File: src/rtl/gwm_pkg.sv
// ----------------------------------------------------------------------------
// gwm_pkg
// Types, codes and helpers shared by the glob wildcard matcher.
// ----------------------------------------------------------------------------
`default_nettype none

package gwm_pkg;

  typedef enum logic [1:0] {
    REQ_PAT_CHAR  = 2'd0,
    REQ_PAT_END   = 2'd1,
    REQ_DATA_CHAR = 2'd2,
    REQ_DATA_END  = 2'd3
  } req_type_t;

  typedef enum logic [1:0] {
    KIND_LIT = 2'd0,
    KIND_ONE = 2'd1,
    KIND_RUN = 2'd2
  } kind_t;

  typedef enum logic [1:0] {
    OP_NONE  = 2'd0,
    OP_STORE = 2'd1,
    OP_DATA  = 2'd2,
    OP_END   = 2'd3
  } op_t;

  typedef struct packed {
    op_t        op;
    kind_t      kind;
    logic [7:0] chr;
    logic       fresh;
    logic       restart;
  } cmd_t;

  localparam logic [7:0] CHR_STAR   = 8'h2A;
  localparam logic [7:0] CHR_QUEST  = 8'h3F;
  localparam logic [7:0] CHR_BSLASH = 8'h5C;
  localparam logic [7:0] CHR_UPPER_A = 8'h41;
  localparam logic [7:0] CHR_UPPER_Z = 8'h5A;
  localparam logic [7:0] CASE_OFFSET = 8'h20;

  localparam int QUEUE_DEPTH = 2;

  localparam int       CFG_ADDR_W   = 3;
  localparam logic     CFG_IDX_CASE = 1'b0;

  function automatic logic [7:0] fold_char(input logic [7:0] c, input logic case_sens);
    logic [7:0] r;
    r = c;
    if (!case_sens && c >= CHR_UPPER_A && c <= CHR_UPPER_Z) begin
      r = c + CASE_OFFSET;
    end
    return r;
  endfunction

endpackage

`default_nettype wire

File: src/rtl/gwm_if.sv
// ----------------------------------------------------------------------------
// gwm_if
// Request and result channels of the glob wildcard matcher.
// ----------------------------------------------------------------------------
`default_nettype none

interface gwm_req_if;
  logic       valid;
  logic       ready;
  logic [1:0] req_type;
  logic [7:0] char_code;

  modport source (output valid, output req_type, output char_code, input ready);
  modport sink   (input valid, input req_type, input char_code, output ready);
endinterface

interface gwm_res_if;
  logic valid;
  logic ready;
  logic matched;
  logic pattern_overflow;

  modport source (output valid, output matched, output pattern_overflow, input ready);
  modport sink   (input valid, input matched, input pattern_overflow, output ready);
endinterface

`default_nettype wire

File: src/rtl/gwm_front.sv
// ----------------------------------------------------------------------------
// gwm_front
// Accepts requests, parses pattern escapes and emits back-end commands.
// ----------------------------------------------------------------------------
`default_nettype none

module gwm_front import gwm_pkg::*; (
  input  logic       clk,
  input  logic       rst,
  gwm_req_if.sink    req,
  output cmd_t       cmd,
  output logic       cmd_valid,
  input  logic       cmd_ready
);

  logic loading;
  logic loading_next;
  logic escape;
  logic escape_next;
  logic accept;

  assign req.ready = cmd_ready;
  assign cmd_valid = req.valid;
  assign accept    = req.valid & cmd_ready;

  always_comb begin
    cmd.op       = OP_NONE;
    cmd.kind     = KIND_LIT;
    cmd.chr      = req.char_code;
    cmd.fresh    = 1'b0;
    cmd.restart  = 1'b0;
    loading_next = loading;
    escape_next  = escape;
    unique case (req_type_t'(req.req_type))
      REQ_PAT_CHAR: begin
        cmd.fresh    = !loading;
        loading_next = 1'b1;
        escape_next  = 1'b0;
        if (loading && escape) begin
          cmd.op = OP_STORE;
        end else if (req.char_code == CHR_BSLASH) begin
          escape_next = 1'b1;
        end else if (req.char_code == CHR_STAR) begin
          cmd.op   = OP_STORE;
          cmd.kind = KIND_RUN;
        end else if (req.char_code == CHR_QUEST) begin
          cmd.op   = OP_STORE;
          cmd.kind = KIND_ONE;
        end else begin
          cmd.op = OP_STORE;
        end
      end
      REQ_PAT_END: begin
        cmd.restart  = 1'b1;
        loading_next = 1'b0;
        escape_next  = 1'b0;
      end
      REQ_DATA_CHAR: begin
        cmd.op       = OP_DATA;
        cmd.restart  = loading;
        loading_next = 1'b0;
        escape_next  = 1'b0;
      end
      REQ_DATA_END: begin
        cmd.op       = OP_END;
        cmd.restart  = loading;
        loading_next = 1'b0;
        escape_next  = 1'b0;
      end
      default: begin
      end
    endcase
  end

  always_ff @(posedge clk) begin
    if (rst) begin
      loading <= 1'b1;
      escape  <= 1'b0;
    end else if (accept) begin
      loading <= loading_next;
      escape  <= escape_next;
    end
  end

endmodule

`default_nettype wire

File: src/rtl/gwm_fifo.sv
// ----------------------------------------------------------------------------
// gwm_fifo
// Short command queue between the front and back ends.
// ----------------------------------------------------------------------------
`default_nettype none

module gwm_fifo import gwm_pkg::*; (
  input  logic clk,
  input  logic rst,
  input  logic push_valid,
  output logic push_ready,
  input  cmd_t push_data,
  output logic pop_valid,
  input  logic pop_ready,
  output cmd_t pop_data
);

  localparam int PTR_W = (QUEUE_DEPTH > 1) ? $clog2(QUEUE_DEPTH) : 1;
  localparam int CNT_W = $clog2(QUEUE_DEPTH + 1);

  cmd_t             entry [QUEUE_DEPTH];
  logic [PTR_W-1:0] wr_ptr;
  logic [PTR_W-1:0] rd_ptr;
  logic [CNT_W-1:0] count;
  logic             push;
  logic             pop;

  assign push_ready = count != CNT_W'(QUEUE_DEPTH);
  assign pop_valid  = count != '0;
  assign pop_data   = entry[rd_ptr];
  assign push       = push_valid & push_ready;
  assign pop        = pop_valid & pop_ready;

  always_ff @(posedge clk) begin
    if (rst) begin
      wr_ptr <= '0;
      rd_ptr <= '0;
      count  <= '0;
    end else begin
      if (push) begin
        wr_ptr <= (wr_ptr == PTR_W'(QUEUE_DEPTH - 1)) ? '0 : wr_ptr + PTR_W'(1);
      end
      if (pop) begin
        rd_ptr <= (rd_ptr == PTR_W'(QUEUE_DEPTH - 1)) ? '0 : rd_ptr + PTR_W'(1);
      end
      if (push && !pop) begin
        count <= count + CNT_W'(1);
      end else if (pop && !push) begin
        count <= count - CNT_W'(1);
      end
    end
  end

  always_ff @(posedge clk) begin
    if (push) begin
      entry[wr_ptr] <= push_data;
    end
  end

endmodule

`default_nettype wire

File: src/rtl/gwm_back.sv
// ----------------------------------------------------------------------------
// gwm_back
// Element store, active-position set and result register.
// ----------------------------------------------------------------------------
`default_nettype none

module gwm_back import gwm_pkg::*; #(
  parameter int PATTERN_ELEMENTS = 32
) (
  input  logic     clk,
  input  logic     rst,
  input  logic     cmd_valid,
  output logic     cmd_ready,
  input  cmd_t     cmd,
  input  logic     case_sensitive,
  gwm_res_if.source res
);

  localparam int N     = PATTERN_ELEMENTS;
  localparam int LEN_W = $clog2(N + 1);
  localparam int IDX_W = $clog2(N);
  localparam int LVLS  = $clog2(N + 1);
  localparam logic [N:0] START = (N + 1)'(1);

  kind_t            elem_kind [N];
  logic [7:0]       elem_char [N];
  logic [LEN_W-1:0] length;
  logic             overflow;
  logic [N:0]       active;

  logic [LEN_W-1:0] len_base;
  logic             ovf_base;
  logic             full;
  logic             fire;
  logic [7:0]       data_fold;
  logic [N-1:0]     run;
  logic [N-1:0]     adv;
  logic [N:0]       act_eff;
  logic [N:0]       cur;
  logic [N:0]       nxt;
  logic [N:0]       g_lvl [LVLS+1];
  logic [N:0]       p_lvl [LVLS+1];

  assign cmd_ready = (cmd.op != OP_END) | !res.valid | res.ready;
  assign fire      = cmd_valid & cmd_ready;
  assign len_base  = cmd.fresh ? '0 : length;
  assign ovf_base  = cmd.fresh ? 1'b0 : overflow;
  assign full      = len_base == LEN_W'(N);
  assign data_fold = fold_char(cmd.chr, case_sensitive);
  assign act_eff   = cmd.restart ? START : active;

  for (genvar i = 0; i < N; i++) begin : g_lane
    logic lane_on;
    assign lane_on = LEN_W'(i) < length;
    assign run[i]  = lane_on & (elem_kind[i] == KIND_RUN);
    assign adv[i]  = lane_on & ((elem_kind[i] == KIND_ONE) |
                     ((elem_kind[i] == KIND_LIT) &
                      (fold_char(elem_char[i], case_sensitive) == data_fold)));
  end

  // Star closure as a parallel prefix over the position chain.
  always_comb begin
    g_lvl[0] = act_eff;
    p_lvl[0] = {run, 1'b0};
    for (int l = 0; l < LVLS; l++) begin
      for (int j = 0; j <= N; j++) begin
        if (j >= (1 << l)) begin
          g_lvl[l+1][j] = g_lvl[l][j] | (p_lvl[l][j] & g_lvl[l][j - (1 << l)]);
          p_lvl[l+1][j] = p_lvl[l][j] & p_lvl[l][j - (1 << l)];
        end else begin
          g_lvl[l+1][j] = g_lvl[l][j];
          p_lvl[l+1][j] = p_lvl[l][j];
        end
      end
    end
    cur = g_lvl[LVLS];
  end

  always_comb begin
    nxt = '0;
    for (int i = 0; i < N; i++) begin
      if (cur[i] && run[i]) begin
        nxt[i] = 1'b1;
      end
      if (cur[i] && adv[i]) begin
        nxt[i+1] = 1'b1;
      end
    end
  end

  always_ff @(posedge clk) begin
    if (rst) begin
      length    <= '0;
      overflow  <= 1'b0;
      active    <= START;
      res.valid <= 1'b0;
    end else begin
      if (fire) begin
        if (cmd.op == OP_STORE && !full) begin
          length <= len_base + LEN_W'(1);
        end else begin
          length <= len_base;
        end
        if (cmd.op == OP_STORE && full) begin
          overflow <= 1'b1;
        end else begin
          overflow <= ovf_base;
        end
        case (cmd.op)
          OP_DATA: active <= nxt;
          OP_END:  active <= START;
          default: active <= act_eff;
        endcase
      end
      if (fire && cmd.op == OP_END) begin
        res.valid <= 1'b1;
      end else if (res.ready) begin
        res.valid <= 1'b0;
      end
    end
  end

  always_ff @(posedge clk) begin
    if (fire && cmd.op == OP_END) begin
      res.matched          <= cur[length] & !overflow;
      res.pattern_overflow <= overflow;
    end
    if (fire && cmd.op == OP_STORE && !full) begin
      elem_kind[len_base[IDX_W-1:0]] <= cmd.kind;
      elem_char[len_base[IDX_W-1:0]] <= cmd.chr;
    end
  end

endmodule

`default_nettype wire

File: src/rtl/glob_wildcard_matcher.sv
// ----------------------------------------------------------------------------
// glob_wildcard_matcher
// Whole-string glob matcher with literal, any-one and any-run elements.
//
//   channel  dir  handshake       payload
//   req      in   valid/ready     req_type[1:0], char_code[7:0]
//   res      out  valid/ready     matched, pattern_overflow
//   apb      in   psel/penable    paddr, pwdata, prdata (case_sensitive)
//
// One request per cycle sustained while no stalled result holds the queue;
// the back-end active-position update handles one character per cycle.
// A data-end request passes the command queue; its result is registered
// in the back end. Reset is synchronous; the element store keeps no reset.
// A stalled result stops the queue only at a data-end command; others flow.
// ----------------------------------------------------------------------------
`default_nettype none

module glob_wildcard_matcher import gwm_pkg::*; #(
  parameter int PATTERN_ELEMENTS = 32
) (
  input  logic                  clk,
  input  logic                  rst,
  gwm_req_if.sink               req,
  gwm_res_if.source             res,
  input  logic                  psel,
  input  logic                  penable,
  input  logic                  pwrite,
  input  logic [CFG_ADDR_W-1:0] paddr,
  input  logic [31:0]           pwdata,
  output logic [31:0]           prdata,
  output logic                  pready
);

  logic case_sensitive;
  logic cfg_write;

  cmd_t f_cmd;
  logic f_valid;
  logic f_ready;
  cmd_t q_cmd;
  logic q_valid;
  logic q_ready;

  assign pready    = 1'b1;
  assign cfg_write = psel & penable & pwrite & pready;
  assign prdata    = (paddr[2] == CFG_IDX_CASE) ? {31'b0, case_sensitive} : 32'b0;

  always_ff @(posedge clk) begin
    if (rst) begin
      case_sensitive <= 1'b0;
    end else if (cfg_write && paddr[2] == CFG_IDX_CASE) begin
      case_sensitive <= pwdata[0];
    end
  end

  gwm_front u_front (
    .clk       (clk),
    .rst       (rst),
    .req       (req),
    .cmd       (f_cmd),
    .cmd_valid (f_valid),
    .cmd_ready (f_ready)
  );

  gwm_fifo u_fifo (
    .clk        (clk),
    .rst        (rst),
    .push_valid (f_valid),
    .push_ready (f_ready),
    .push_data  (f_cmd),
    .pop_valid  (q_valid),
    .pop_ready  (q_ready),
    .pop_data   (q_cmd)
  );

  gwm_back #(
    .PATTERN_ELEMENTS (PATTERN_ELEMENTS)
  ) u_back (
    .clk            (clk),
    .rst            (rst),
    .cmd_valid      (q_valid),
    .cmd_ready      (q_ready),
    .cmd            (q_cmd),
    .case_sensitive (case_sensitive),
    .res            (res)
  );

  a_ovf_no_match: assert property (@(posedge clk) disable iff (rst)
    res.valid |-> !(res.matched && res.pattern_overflow))
    else $error("match reported with pattern overflow");

  a_cfg_write: assert property (@(posedge clk) disable iff (rst)
    (cfg_write && paddr[2] == CFG_IDX_CASE) |=> case_sensitive == $past(pwdata[0]))
    else $error("case_sensitive not updated by write");

  a_queue_fill: assert property (@(posedge clk) disable iff (rst)
    (req.valid && req.ready) |=> q_valid)
    else $error("accepted request missing from queue");

endmodule

`default_nettype wire
File: src/flat_wrapper.sv
// flat-port wrapper written by rule: the top's interface ports become plain ports
module glob_wildcard_matcher_flat import gwm_pkg::*;
#(
  parameter int PATTERN_ELEMENTS = 32
)
  (clk, rst, psel, penable, pwrite, paddr, pwdata, prdata, pready, req_valid, req_req_type, req_char_code, req_ready, res_valid, res_matched, res_pattern_overflow, res_ready);
  gwm_req_if req_i ();
  gwm_res_if res_i ();
  input  logic clk;
  input  logic rst;
  input  logic psel;
  input  logic penable;
  input  logic pwrite;
  input  logic [CFG_ADDR_W-1:0] paddr;
  input  logic [31:0] pwdata;
  output logic [31:0] prdata;
  output logic pready;
  input wire logic [$bits(req_i.valid)-1:0] req_valid;
  input wire logic [$bits(req_i.req_type)-1:0] req_req_type;
  input wire logic [$bits(req_i.char_code)-1:0] req_char_code;
  output wire logic [$bits(req_i.ready)-1:0] req_ready;
  output wire logic [$bits(res_i.valid)-1:0] res_valid;
  output wire logic [$bits(res_i.matched)-1:0] res_matched;
  output wire logic [$bits(res_i.pattern_overflow)-1:0] res_pattern_overflow;
  input wire logic [$bits(res_i.ready)-1:0] res_ready;
  assign req_i.valid = req_valid;
  assign req_i.req_type = req_req_type;
  assign req_i.char_code = req_char_code;
  assign req_ready = req_i.ready;
  assign res_valid = res_i.valid;
  assign res_matched = res_i.matched;
  assign res_pattern_overflow = res_i.pattern_overflow;
  assign res_i.ready = res_ready;
  glob_wildcard_matcher #(.PATTERN_ELEMENTS(PATTERN_ELEMENTS)) u_core (.clk(clk), .rst(rst), .req(req_i), .res(res_i), .psel(psel), .penable(penable), .pwrite(pwrite), .paddr(paddr), .pwdata(pwdata), .prdata(prdata), .pready(pready));
endmodule
File: config.mk
export PLATFORM = sky130hd
export DESIGN_NAME = glob_wildcard_matcher_flat
export DESIGN_NICKNAME = d
export VERILOG_FILES = /design/src/rtl/gwm_pkg.sv /design/src/rtl/gwm_if.sv /design/src/rtl/gwm_front.sv /design/src/rtl/gwm_fifo.sv /design/src/rtl/gwm_back.sv /design/src/rtl/glob_wildcard_matcher.sv /design/src/flat_wrapper.sv
export SDC_FILE = /design/constraint.sdc
export NUM_CORES = 1
export LEC_CHECK = 0
export BUFFER_PORTS_ARGS = -buffer_cell sky130_fd_sc_hd__buf_2
export CORE_UTILIZATION = 40
export DETAILED_ROUTE_END_ITERATION = 8
export GPL_TIMING_DRIVEN = 0
export HOLD_SLACK_MARGIN = 0.15
export SYNTH_ARGS = -nofsm -noshare
export SYNTH_HDL_FRONTEND = slang
export SYNTH_SLANG_ARGS = --single-unit
File: constraint.sdc
create_clock -name clk -period 3.74 [get_ports clk]
set_input_delay 0.187 -clock clk [delete_from_list [all_inputs] [get_ports clk]]
set_output_delay 0.187 -clock clk [all_outputs]
set_load 0.005 [all_outputs]
==> flow_summary_export.csv <==
group,metric,value,unit
status,status,"finished, violations left",
status,failed_checks,"setup timing",
cts,cts_made_buffers,45,
timing,hold_viol_final,0,
grt,antenna_found_initial,1,
setup_path,slowest_delay,0.48,ns
placement,dp.cells,2609,
setup_path,crit_chain,"buf_4 > buf_2 > a211oi_1 > o21ai_0 > a22oi_1 > nand2_1 > a221oi_4 > o41ai_4 > buf_4 > a41oi_2 > o22ai_1 > nor3_1 > o211ai_2",
cells_and_area,syn_to_final_growth,20.52,%
cts,clockRootBuffer,"clkbuf_16",
cts,cts_buffer_depth,3,
floorplan,start_util,40.88,%
synthesis,synth_warnings,0,
grt,gr-total-overflow,0,
power,total_power,14.20,mW
cells_and_area,stdcell_count,2756,
setup_path,required,4.06,ns
synthesis,yosys.area_share.simple,13.44,%
cells_and_area,drive_gt1_share,16.82,%
setup_path,critPathTopFamily,"compound AO/OA/AOI/OAI gates",
cts,clock-sinks,399,
route,drc,0,
hold_path,min-delay-start,"req_char_code[7]",
power,ir_worst_vdd,0.0003897,V
setup_path,crit_type,"register to register",
timing,setup_slack,-0.005856,ns
setup_path,cp-end-kind,"register",
placement,dp_hpwl,49.70,mm
setup_path,cp.arrival,4.06,ns
synthesis,yosys.area_share.xor_xnor,10.90,%
floorplan,io_pins,89,
placement,portBuffers,22,
setup_path,critical_path_buf_inv_count,3,
cells_and_area,mostFrequentLayoutCells,"edfxtp_1, xnor2_1, nor2_1",
synthesis,synth-adder-area-share,2.249,%
floorplan,num_rows,83,
grt,grt_max_degree,36,
synthesis,ys_seq_elements,399,
timing,hold_slack,0.3295,ns
setup_path,timing.rr.start,"u_core.u_back.length[3]$_SDFFE_PP0P_",
synthesis,synth_mux_area_share,1.119,%
grt,grt_pass1_wl,104.1,mm
hold_path,hold_class,"primary input to register",
timing,setup_viol,1,
cells_and_area,design_area,25480,um2
timing,clock_skew,0.02748,ns
cts,cts_tree,"built",
route,viasPerCell,5.933,
setup_path,crit_start,"u_core.u_back.length[3]$_SDFFE_PP0P_",
route,ant_nets,0,
setup_path,crit_top_cell,"buf_4",
power,power.density,557.3,nW/um2
route,routed_wl,73.77,mm
synthesis,yosysSeqAreaShare,54.35,%
floorplan,core_area,51720,um2
synthesis,synth_cells,1868,
synthesis,synth_edf_count,350,
route,dr.pass1.iters,5,
setup_path,path_max_fanout,10,
power,p_leak,8.479,nW
timing,drv_slew,0,
placement,pre_cts_slack,-1.246,ns
synthesis,synth_flop_cell,"edfxtp_1",
flow_run,maxCapViolCount,0,
synthesis,synth_area,21140,um2
floorplan,die_w,231.9,um
synthesis,synth_top_family_by_area,"compound AO/OA/AOI/OAI gates",
cells_and_area,final_nets,2128,
timing,rsz0062_at_grt,"yes",
cts,htreeDepth,2,
synthesis,synthArstFlopShare,0,%
grt,grtUsageTotal,26.96,%
route,routedWlPerCell,26.77,um
grt,first_global_vias,15510,
route,drt_iter0_drc,1634,
floorplan,die_area,53780,um2
cells_and_area,final_common_cell,"edfxtp_1",
setup_path,worstSetupStartpointType,"register",
synthesis,syn_avg_cell_area,11.32,um2
placement,place_area,22370,um2
cts,clk_latency,0.61,ns
timing,worst_pin_slew,1.228,ns
placement,gp_congestion,1.016,
synthesis,synth_compound_area_share,14.04,%
route,vias,16350,
cts,clkTransAtPathRegs,0.06,ns
timing,max-slew-margin-rel,18.12,%
setup_path,crit_slowest_cell,"a221oi_4",
floorplan,die_y,231.9,um
synthesis,ys_types,84,
timing,finalSetupTns,-0.005856,ns
timing,fin_crit_sh,100.2,%
timing,fmax,267.0,MHz
cells_and_area,utilization,49.27,%
timing,period_minus_slack,3.746,ns
state kept, by name, indices dropped and copies added (netlist names), 2 cells and up, named ones only:
signal and flops:
u_core.u_back.elem_kind 64, u_core.u_back.active 33, u_core.u_fifo.count 2, u_core.u_back.elem_char 256, u_core.u_fifo.entry 28, u_core.u_back.length 6
timing repair:
item                                   4_1_cts  5_1_grt
buffers inserted                            15       31
hold buffers                                15        0
pin swaps                                   12       32
endpoints found under the hold margin       34        0
setup endpoints to repair                  357      343
cloned                                       0        2
resized for setup                          111       50
cells in the mapped netlist, types with 41 or more instances:
| cell | number | area, um2 |
|---|---|---|
| edfxtp_1 | 350 | 10510 |
| xnor2_1 | 160 | 1401 |
| nor2_1 | 145 | 544.3 |
| xor2_1 | 103 | 902.1 |
| a21oi_1 | 91 | 455.4 |
| nand2_1 | 85 | 319.1 |
| o21ai_0 | 76 | 380.4 |
| a31oi_1 | 72 | 450.4 |
| inv_1 | 61 | 229.0 |
| nor4_1 | 51 | 319.1 |
| nand3_1 | 50 | 250.2 |
| dfxtp_1 | 49 | 980.9 |
| buf_4 | 42 | 315.3 |
| or3_1 | 42 | 262.8 |
| a21o_1 | 41 | 307.8 |
power by group:
| part | leakage (nW) | switching, mW | internal, mW | total [mW] |
|---|---|---|---|---|
| logic | 4.18 | 2.92 | 1.28 | 4.20 |
| registers | 3.56 | 0.0844 | 5.34 | 5.42 |
| clock network | 0.744 | 1.91 | 2.67 | 4.58 |
| total | 8.48 | 4.91 | 9.29 | 14.2 |
logic make-up (layout without fill, tap and decap cells):
kind of cell / Yosys count / in the layout
AOI/OAI and AO/OA: 446 / 446
xor gates and xnor gates: 263 / 263
adders and majority gates: 38 / 38
other: 2 / 33
muxes: 19 / 21
DFF: 399 / 399
buffers and inverters: 163 / 338
and+or+nand+nor: 538 / 538
worst paths after layout:
check,to,slack (ns),depth (start not counted)
max,u_core.u_back.res.matched$_DFFE_PP_,-0.006,13
min reg2reg,u_core.u_back.active[32]$_SDFFE_PP0P_,0.46,2
max reg2reg,u_core.u_back.res.matched$_DFFE_PP_,-0.006,13
min,u_core.u_fifo.entry[1][9]$_DFFE_PP_,0.33,2
area by class of cell:
| type | instances | area (um2) |
|---|---|---|
| Tap cell | 680 | 850.8 |
| Fill cell | 4551 | 26240 |
| Buffer | 101 | 650.6 |
| Sequential cell | 399 | 11490 |
| Multi-Input combinational cell | 1338 | 9608 |
| Clock buffer | 54 | 1170 |
| Inverter | 61 | 229.0 |
| Timing Repair Buffer | 92 | 1124 |
| Clock inverter | 30 | 355.3 |
| Antenna cell | 1 | 2.502 |
routing by layer:
layer,up-vias,part of all wire [%],GRT usage [%]
li1,7307,-,-
met1,8141,42,35.79
met2,740,46,43.77
met3,163,8.0,4.015
met4,0,4.3,11.57
met5,-,0,0
Power figures use the tool's default switching activity.
